--- config.mk ---
export PLATFORM = sky130hd
export DESIGN_NAME = packet_dedup_hash_cache_flat
export DESIGN_NICKNAME = d
export VERILOG_FILES = /design/src/sv/pdhc_pkg.sv /design/src/sv/pdhc_ifs.sv /design/src/sv/pdhc_front.sv /design/src/sv/pdhc_queue.sv /design/src/sv/pdhc_back.sv /design/src/sv/packet_dedup_hash_cache.sv /design/src/flat_wrapper.sv
export VERILOG_INCLUDE_DIRS = /design/src /design/src/sv
export SDC_FILE = /design/constraint.sdc
export NUM_CORES = 1
export LEC_CHECK = 0
export ABC_AREA = 1
export BUFFER_PORTS_ARGS = -buffer_cell sky130_fd_sc_hd__buf_2
export CORE_MARGIN = 2
export CORE_UTILIZATION = 30
export CTS_CLUSTER_DIAMETER = 50
export DETAILED_ROUTE_END_ITERATION = 10
export GPL_ROUTABILITY_DRIVEN = 0
export GPL_TIMING_DRIVEN = 0
export PLACE_DENSITY_LB_ADDON = 0.12
export REMOVE_ABC_BUFFERS = 1
export SYNTH_ARGS = -nofsm -noshare
export SYNTH_HDL_FRONTEND = slang
export SYNTH_SLANG_ARGS = --single-unit
--- constraint.sdc ---
create_clock -name clk -period 13.2 [get_ports clk]
set_input_delay 0.66 -clock clk [delete_from_list [all_inputs] [get_ports clk]]
set_output_delay 0.66 -clock clk [all_outputs]
set_load 0.01 [all_outputs]
--- src/sv/packet_dedup_hash_cache_macros.svh ---
// Assertion macros shared by the duplicate-packet cache RTL.
`ifndef PACKET_DEDUP_HASH_CACHE_MACROS_SVH
`define PACKET_DEDUP_HASH_CACHE_MACROS_SVH

// Same-cycle implication, sampled on clk, off while rst_n is low.
`define PDHC_ASSERT_IMPL(lbl, ant, cons) \
    lbl: assert property (@(posedge clk) disable iff (!rst_n) (ant) |-> (cons)) \
        else $error("pdhc assertion failed");

// Next-cycle implication, sampled on clk, off while rst_n is low.
`define PDHC_ASSERT_NEXT(lbl, ant, cons) \
    lbl: assert property (@(posedge clk) disable iff (!rst_n) (ant) |=> (cons)) \
        else $error("pdhc assertion failed");

`endif

--- src/sv/pdhc_pkg.sv ---
// Package with the hash constants, queue sizing and shared types.
package pdhc_pkg;

    localparam logic [31:0] FNV_BASIS = 32'h811c9dc5;
    localparam logic [31:0] FNV_PRIME = 32'h01000193;

    // power of two, so the queue pointers wrap on their own
    localparam int QUEUE_DEPTH = 2;
    localparam int QPTR_W      = $clog2(QUEUE_DEPTH);
    localparam int QLVL_W      = $clog2(QUEUE_DEPTH + 1);

    typedef logic [31:0] hash_t;
    typedef logic [7:0]  count_t;

    typedef struct packed {
        logic  valid;
        hash_t hash;
    } hash_req_t;

    typedef struct packed {
        logic [QLVL_W-1:0] level;
        logic              full;
    } queue_stat_t;

    function automatic hash_t fnv_step(input hash_t h, input logic [7:0] b);
        hash_t x;
        x = h ^ {24'd0, b};
        return hash_t'(x * FNV_PRIME);
    endfunction

endpackage

--- src/sv/pdhc_ifs.sv ---
// Request channel interfaces: packet bytes in, lookup results out.
interface pdhc_in_if;
    logic       valid;
    logic       ready;
    logic [7:0] packet_byte;
    logic       last_byte;

    modport source (output valid, output packet_byte, output last_byte, input ready);
    modport sink   (input valid, input packet_byte, input last_byte, output ready);
endinterface

interface pdhc_out_if;
    logic        valid;
    logic        ready;
    logic        is_duplicate;
    logic [31:0] hash_value;
    logic [7:0]  seen_count;

    modport source (output valid, output is_duplicate, output hash_value,
                    output seen_count, input ready);
    modport sink   (input valid, input is_duplicate, input hash_value,
                    input seen_count, output ready);
endinterface

--- src/sv/pdhc_front.sv ---
// Front end: folds each byte into the running FNV-1a hash, pushes finished hashes.
module pdhc_front
    import pdhc_pkg::*;
(
    input  logic        clk,
    input  logic        rst_n,
    pdhc_in_if.sink     rx,
    input  queue_stat_t q_stat,
    output hash_req_t   push
);

    hash_t run_reg;
    hash_t run_next;
    hash_t step_hash;
    logic  take;

    assign rx.ready  = !q_stat.full;
    assign take      = rx.valid && rx.ready;
    assign step_hash = fnv_step(run_reg, rx.packet_byte);

    always_comb
    begin
        run_next = run_reg;
        if (take)
        begin
            run_next = rx.last_byte ? FNV_BASIS : step_hash;
        end
    end

    assign push.valid = take && rx.last_byte;
    assign push.hash  = step_hash;

    always_ff @(posedge clk or negedge rst_n)
    begin
        if (!rst_n)
        begin
            run_reg <= FNV_BASIS;
        end
        else
        begin
            run_reg <= run_next;
        end
    end

endmodule

--- src/sv/pdhc_queue.sv ---
// Short hash queue between the front end and the cache lookup.
module pdhc_queue
    import pdhc_pkg::*;
(
    input  logic        clk,
    input  logic        rst_n,
    input  hash_req_t   push,
    output hash_req_t   head,
    input  logic        pop,
    output queue_stat_t stat
);

    hash_t             slot_reg [QUEUE_DEPTH];
    logic [QPTR_W-1:0] wr_ptr_reg;
    logic [QPTR_W-1:0] rd_ptr_reg;
    logic [QLVL_W-1:0] level_reg;
    logic [QLVL_W-1:0] level_next;
    logic              do_pop;

    assign do_pop = pop && (level_reg != '0);

    always_comb
    begin
        level_next = level_reg;
        if (push.valid && !do_pop)
        begin
            level_next = level_reg + QLVL_W'(1);
        end
        else if (!push.valid && do_pop)
        begin
            level_next = level_reg - QLVL_W'(1);
        end
    end

    assign head.valid = (level_reg != '0);
    assign head.hash  = slot_reg[rd_ptr_reg];
    assign stat.level = level_reg;
    assign stat.full  = (level_reg == QLVL_W'(QUEUE_DEPTH));

    always_ff @(posedge clk)
    begin
        if (push.valid)
        begin
            slot_reg[wr_ptr_reg] <= push.hash;
        end
    end

    always_ff @(posedge clk or negedge rst_n)
    begin
        if (!rst_n)
        begin
            wr_ptr_reg <= '0;
            rd_ptr_reg <= '0;
            level_reg  <= '0;
        end
        else
        begin
            level_reg <= level_next;
            if (push.valid)
            begin
                wr_ptr_reg <= wr_ptr_reg + QPTR_W'(1);
            end
            if (do_pop)
            begin
                rd_ptr_reg <= rd_ptr_reg + QPTR_W'(1);
            end
        end
    end

endmodule

--- src/sv/pdhc_back.sv ---
// Back end: scans the hash cache, updates the hit or round-robin entry, emits a result.
module pdhc_back
    import pdhc_pkg::*;
#(
    parameter int CACHE_ENTRIES = 16
)
(
    input  logic       clk,
    input  logic       rst_n,
    input  hash_req_t  head,
    output logic       pop,
    pdhc_out_if.source res,
    output logic       busy
);

    localparam int IDX_W = (CACHE_ENTRIES > 1) ? $clog2(CACHE_ENTRIES) : 1;
    localparam int CNT_W = $clog2(CACHE_ENTRIES + 1);
    localparam int ENT_W = $bits(hash_t) + $bits(count_t);

    typedef enum logic [3:0] {
        ST_IDLE   = 4'b0001,
        ST_SCAN   = 4'b0010,
        ST_UPDATE = 4'b0100,
        ST_EMIT   = 4'b1000
    } state_t;

    state_t                   state_reg;
    state_t                   state_next;
    logic [ENT_W-1:0]         mem [CACHE_ENTRIES];
    logic [CACHE_ENTRIES-1:0] vld_reg;
    logic [CNT_W-1:0]         rd_idx_reg;
    logic [CNT_W-1:0]         rd_idx_next;
    logic                     cmp_vld_reg;
    logic                     cmp_vld_next;
    logic [IDX_W-1:0]         cmp_idx_reg;
    logic [ENT_W-1:0]         rd_data_reg;
    logic                     rd_ent_vld_reg;
    logic [IDX_W-1:0]         ptr_reg;
    hash_t                    key_reg;
    logic                     hit_reg;
    logic [IDX_W-1:0]         hit_idx_reg;
    count_t                   cnt_reg;
    logic                     out_valid_reg;
    logic                     out_dup_reg;
    hash_t                    out_hash_reg;
    count_t                   out_cnt_reg;

    logic [IDX_W-1:0] rd_addr;
    logic [IDX_W-1:0] wr_addr;
    logic             mem_we;
    hash_t            seen_hash;
    count_t           seen_cnt;
    logic             match;
    logic             scan_end;
    logic             issue;
    logic             emit;

    assign rd_addr   = rd_idx_reg[IDX_W-1:0];
    assign issue     = (rd_idx_reg != CNT_W'(CACHE_ENTRIES));
    assign seen_hash = rd_ent_vld_reg ? rd_data_reg[ENT_W-1:$bits(count_t)] : '0;
    assign seen_cnt  = rd_ent_vld_reg ? rd_data_reg[$bits(count_t)-1:0] : '0;
    assign match     = cmp_vld_reg && (seen_hash == key_reg);
    assign scan_end  = cmp_vld_reg && (cmp_idx_reg == IDX_W'(CACHE_ENTRIES - 1));
    assign wr_addr   = hit_reg ? hit_idx_reg : ptr_reg;
    assign mem_we    = (state_reg == ST_UPDATE);
    assign emit      = (state_reg == ST_EMIT) && (!out_valid_reg || res.ready);
    assign pop       = (state_reg == ST_IDLE) && head.valid;
    assign busy      = (state_reg != ST_IDLE);

    always_comb
    begin
        state_next   = state_reg;
        rd_idx_next  = rd_idx_reg;
        cmp_vld_next = 1'b0;
        unique case (state_reg)
            ST_IDLE:
            begin
                rd_idx_next = '0;
                if (head.valid)
                begin
                    state_next = ST_SCAN;
                end
            end
            ST_SCAN:
            begin
                if (match || scan_end)
                begin
                    state_next = ST_UPDATE;
                end
                else
                begin
                    cmp_vld_next = issue;
                    if (issue)
                    begin
                        rd_idx_next = rd_idx_reg + CNT_W'(1);
                    end
                end
            end
            ST_UPDATE:
            begin
                state_next = ST_EMIT;
            end
            ST_EMIT:
            begin
                if (emit)
                begin
                    state_next = ST_IDLE;
                end
            end
            default:
            begin
                state_next = ST_IDLE;
            end
        endcase
    end

    always_ff @(posedge clk)
    begin
        rd_data_reg    <= mem[rd_addr];
        rd_ent_vld_reg <= vld_reg[rd_addr];
        cmp_idx_reg    <= rd_addr;
        if (mem_we)
        begin
            mem[wr_addr] <= {key_reg, cnt_reg};
        end
    end

    always_ff @(posedge clk)
    begin
        if (pop)
        begin
            key_reg <= head.hash;
            hit_reg <= 1'b0;
        end
        if (state_reg == ST_SCAN)
        begin
            if (match)
            begin
                hit_reg     <= 1'b1;
                hit_idx_reg <= cmp_idx_reg;
                cnt_reg     <= seen_cnt + count_t'(1);
            end
            else if (scan_end)
            begin
                cnt_reg <= count_t'(1);
            end
        end
        if (emit)
        begin
            out_dup_reg  <= hit_reg;
            out_hash_reg <= key_reg;
            out_cnt_reg  <= cnt_reg;
        end
    end

    always_ff @(posedge clk or negedge rst_n)
    begin
        if (!rst_n)
        begin
            state_reg     <= ST_IDLE;
            rd_idx_reg    <= '0;
            cmp_vld_reg   <= 1'b0;
            vld_reg       <= '0;
            ptr_reg       <= '0;
            out_valid_reg <= 1'b0;
        end
        else
        begin
            state_reg   <= state_next;
            rd_idx_reg  <= rd_idx_next;
            cmp_vld_reg <= cmp_vld_next;
            if (mem_we)
            begin
                vld_reg[wr_addr] <= 1'b1;
                if (!hit_reg)
                begin
                    ptr_reg <= (ptr_reg == IDX_W'(CACHE_ENTRIES - 1)) ?
                               '0 : ptr_reg + IDX_W'(1);
                end
            end
            if (emit)
            begin
                out_valid_reg <= 1'b1;
            end
            else if (res.ready)
            begin
                out_valid_reg <= 1'b0;
            end
        end
    end

    assign res.valid        = out_valid_reg;
    assign res.is_duplicate = out_dup_reg;
    assign res.hash_value   = out_hash_reg;
    assign res.seen_count   = out_cnt_reg;

endmodule

--- src/sv/packet_dedup_hash_cache.sv ---
// Top level of the FNV-1a duplicate-packet cache.
// Bytes: one request per cycle while the hash queue has room; hashing adds no stall.
// Lookup time per packet is set by the one-read-per-cycle scan of the cache memory,
// which stops at the first hit; the queue hides it for long packets.
// Reset: running hash to the offset basis, queue empty, entry valid bits and pointer cleared.
`include "packet_dedup_hash_cache_macros.svh"

module packet_dedup_hash_cache
    import pdhc_pkg::*;
#(
    parameter int CACHE_ENTRIES = 16
)
(
    input  logic       clk,
    input  logic       rst_n,
    pdhc_in_if.sink    rx,
    pdhc_out_if.source res
);

    hash_req_t   push;
    hash_req_t   head;
    queue_stat_t q_stat;
    logic        pop;
    logic        back_busy;

    pdhc_front u_front (
        .clk    (clk),
        .rst_n  (rst_n),
        .rx     (rx),
        .q_stat (q_stat),
        .push   (push)
    );

    pdhc_queue u_queue (
        .clk   (clk),
        .rst_n (rst_n),
        .push  (push),
        .head  (head),
        .pop   (pop),
        .stat  (q_stat)
    );

    pdhc_back #(
        .CACHE_ENTRIES (CACHE_ENTRIES)
    ) u_back (
        .clk   (clk),
        .rst_n (rst_n),
        .head  (head),
        .pop   (pop),
        .res   (res),
        .busy  (back_busy)
    );

    `PDHC_ASSERT_NEXT(a_last_byte_queued, rx.valid && rx.ready && rx.last_byte, q_stat.level != '0)
    `PDHC_ASSERT_IMPL(a_result_from_lookup, $rose(res.valid), $past(back_busy))
    `PDHC_ASSERT_IMPL(a_miss_count_one, res.valid && !res.is_duplicate, res.seen_count == 8'd1)

endmodule

--- src/flat_wrapper.sv ---
// flat-port wrapper written by rule: the top's interface ports become plain ports
module packet_dedup_hash_cache_flat import pdhc_pkg::*;
#(
    parameter int CACHE_ENTRIES = 16
)
  (clk, rst_n, rx_valid, rx_packet_byte, rx_last_byte, rx_ready, res_valid, res_is_duplicate, res_hash_value, res_seen_count, res_ready);
  pdhc_in_if rx_i ();
  pdhc_out_if res_i ();
  input  logic clk;
  input  logic rst_n;
  input wire logic [$bits(rx_i.valid)-1:0] rx_valid;
  input wire logic [$bits(rx_i.packet_byte)-1:0] rx_packet_byte;
  input wire logic [$bits(rx_i.last_byte)-1:0] rx_last_byte;
  output wire logic [$bits(rx_i.ready)-1:0] rx_ready;
  output wire logic [$bits(res_i.valid)-1:0] res_valid;
  output wire logic [$bits(res_i.is_duplicate)-1:0] res_is_duplicate;
  output wire logic [$bits(res_i.hash_value)-1:0] res_hash_value;
  output wire logic [$bits(res_i.seen_count)-1:0] res_seen_count;
  input wire logic [$bits(res_i.ready)-1:0] res_ready;
  assign rx_i.valid = rx_valid;
  assign rx_i.packet_byte = rx_packet_byte;
  assign rx_i.last_byte = rx_last_byte;
  assign rx_ready = rx_i.ready;
  assign res_valid = res_i.valid;
  assign res_is_duplicate = res_i.is_duplicate;
  assign res_hash_value = res_i.hash_value;
  assign res_seen_count = res_i.seen_count;
  assign res_i.ready = res_ready;
  packet_dedup_hash_cache #(.CACHE_ENTRIES(CACHE_ENTRIES)) u_core (.clk(clk), .rst_n(rst_n), .rx(rx_i), .res(res_i));
endmodule
==> qor.yml <==
largest_register_ffs: 640
synthToLayoutAreaGrowth_pct: 17.03
worst_ep_arrival_time_ns: 6.65
synth_compound_area_frac: 0.08778
ys_ff_latch: 902
io_pins: 56
grt_pass1_wl_um: 171100
hold-path-endpoint: "u_core.u_back.res.valid"
critPathMaxStageDelay_ns: 0.57
finalNetCount: 3732
worstPathCellList: "xnor2_1, inv_1, ha_1, ha_1, fa_1, ha_1, fa_1, ha_1, inv_1, fa_1, inv_1, ha_1, a21oi_1, o21ai_0, a21oi_1, nand3_1, xor2_1, o22ai_1, inv_1"
cap_violations: 0
yosysTopAreaCell: "edfxtp_1"
crit_path_top_delay_cell: "xnor2_1"
post_cts_buffers: 0
drtIter0Drc: 1647
drive_gt1_frac: 0.1028
setup_viol: 0
fillCellCount: 13250
clk_pin_slew_ns: 0.05
crit_buf_inv: 4
die_x_um: 372.0
cts_sinks: 902
critPathLaunch: "u_core.u_front.run_reg[7]"
dieArea_um2: 138400
drcViolationCount: 0
yosys.area_share.simple: 0.1140
drt-total-wl_um: 116200
cts_max_level: 3
holdWs_ns: 0.1762
antenna_left: 0
initial_utilization: 0.3010
max_slew.worst_pin.slew_ns: 1.349
regToRegStartpoint: "u_core.u_front.run_reg[7]"
synth.area.mux_share: 0
diodes: 0
utilization: 0.3523
skew_ns: 0.03905
path_class: "reg -> reg"
avgRoutedWirePerCell_um: 21.79
cp-start-kind: "register"
r2r-end: "u_core.u_front.run_reg[20]"
clock_latency_ns: 0.69
yosysWarnings: 0
finalHoldViolations: 0
cts_buffers: 109
core_um2: 135000
syn-mean-instance-area_um2: 12.01
clock-root-buffer: "clkbuf_16"
port_buffers: 55
worstPathMaxFanout: 4
hold_depth: 2
cts_tree: "yes"
synth_top_family_by_area: "simple AND/OR/NAND/NOR gates"
grt_antenna_before_repair: 1
final_cell_mix: "edfxtp_1 (789), nand2_1 (447), nor2_1 (395)"
place_hpwl_um: 75970
drv_slew: 0
r2r_cells: 19
worstHoldStart: "res_ready"
grt_pass1_vias: 25250
rsz0062_at_grt: "no"
vias: 25370
clockBufferDepth: 3
synth_area_leaders: "edfxtp_1 (58%), ha_1 (5.9%), o21ai_0 (4.5%), nand2_1 (4.1%), nor2_1 (3.8%)"
worst_path_dominant_cell_family: "adder cells"
die_h_um: 372.0
yosys.area_share.adder: 0.09498
layout_min_cycle_time_ns: 6.030
syn_area_um2: 40630
via_per_inst: 4.757
gr-total-overflow: 0
end_kind: "register"
ys_seq_area_frac: 0.6476
setup_ws_ns: 7.170
r2r_setup_slack_ns: 7.17
ys_async_sr_fraction: 0.07428
clock.fmax_mhz: 165.8
dr.pass1.iters: 7
synthXorXnorAreaFrac: 0.01272
grt_use_total: 0.1680
worstPathRequired_ns: 13.82
grt_start_max_net_pins: 144
yosys.area.top_type_share: 0.5832
status: "finished clean"
cpMostUsedCell: "ha_1"
slew_headroom: 0.1003
synth_edf_count: 789
synthDistinctLibCells: 56
post-route-period-util: 0.4568
layout_commonest_cell: "edfxtp_1"
syn_inst: 3384
synth_ff_type: "edfxtp_1"
worstHoldPathType: "in -> reg"
row_count: 135
dp_slack_ns: 6.674
-- synthesized netlist by cell type, types with 21 or more instances --
master    instances
edfxtp_1        789
nand2_1         447
nor2_1          416
o21ai_0         366
inv_1           286
ha_1            190
nand3_1         137
clkbuf_1        114
o22ai_1         104
fa_1             74
o221ai_1         67
dfrtp_1          52
a21oi_1          50
dfxtp_1          46
xor2_1           41
buf_2            21
-- metrics by stage --
step                      setup TNS (ns)  area [µm²]  cells
after floorplan                        0       39970   3234
after global placement           -560.38       42470   5070
after detailed placement               0       43920   5124
after CTS                              0       47540   5333
after global routing                   0       47540   5333
final                                  0       47540   5333
-- worst max-delay path by stage --
| stage | to | cells after the start | slack, ns |
|---|---|---|---|
| after floorplan | u_core.u_back.rd_idx_reg[0] | 8 | 2.63 |
| after global placement | u_core.u_back.rd_idx_reg[0] | 8 | -12.27 |
| after detailed placement | u_core.u_queue.slot_reg[0][20] | 18 | 6.67 |
| after CTS | u_core.u_queue.slot_reg[0][20] | 17 | 7.10 |
| after global routing | u_core.u_front.run_reg[19] | 20 | 6.92 |
| final | u_core.u_front.run_reg[20] | 19 | 7.17 |
-- area by class of cell --
cell class              instances  area, µm²  share of cell area
clock buffers                 151       3005             0.06321
clock inverters                57      610.6             0.01284
inverters                     290       1107             0.02329
multi-input cells            2042      12740              0.2679
flip-flops and latches        902      26320              0.5537
well taps                    1781       2228             0.04687
repair buffers                110       1533             0.03224
-- worst register-to-register path: stages (launching register included) --
cell     delay, ns
dfstp_2       0.37
xnor2_1       0.57
inv_1         0.36
ha_1          0.37
ha_1          0.31
fa_1          0.45
ha_1          0.22
fa_1          0.44
ha_1          0.28
inv_1         0.04
fa_1          0.47
inv_1         0.04
ha_1          0.36
a21oi_1       0.27
o21ai_0       0.18
a21oi_1       0.29
nand3_1       0.13
xor2_1        0.57
o22ai_1       0.15
inv_1         0.09
-- cells by family (layout without fill, tap and decap cells) --
logic type | after synthesis | count (layout)
and+or+nand+nor | 1100 | 1100
DFF | 902 | 902
AOI/OAI and AO/OA | 619 | 619
buffers and inverters | 440 | 608
adders and majority gates | 264 | 264
xor gates and xnor gates | 59 | 59
-- per-layer routing --
layer	wire [µm]	vias to the layer above	GRT usage
li1	-	12110	-
met1	52790	12700	0.2245
met2	57070	412	0.2873
met3	3775	148	0.02010
met4	2559	0	0.04529
met5	0	-	0
-- what timing repair did --
item,in CTS,in global routing
hold buffers,1,0
endpoints found under the hold margin,17,0
gates resized for setup,0,0
Power is not shown: default switching activity piles up to over one toggle a cycle in this logic, so the estimate is an artifact.
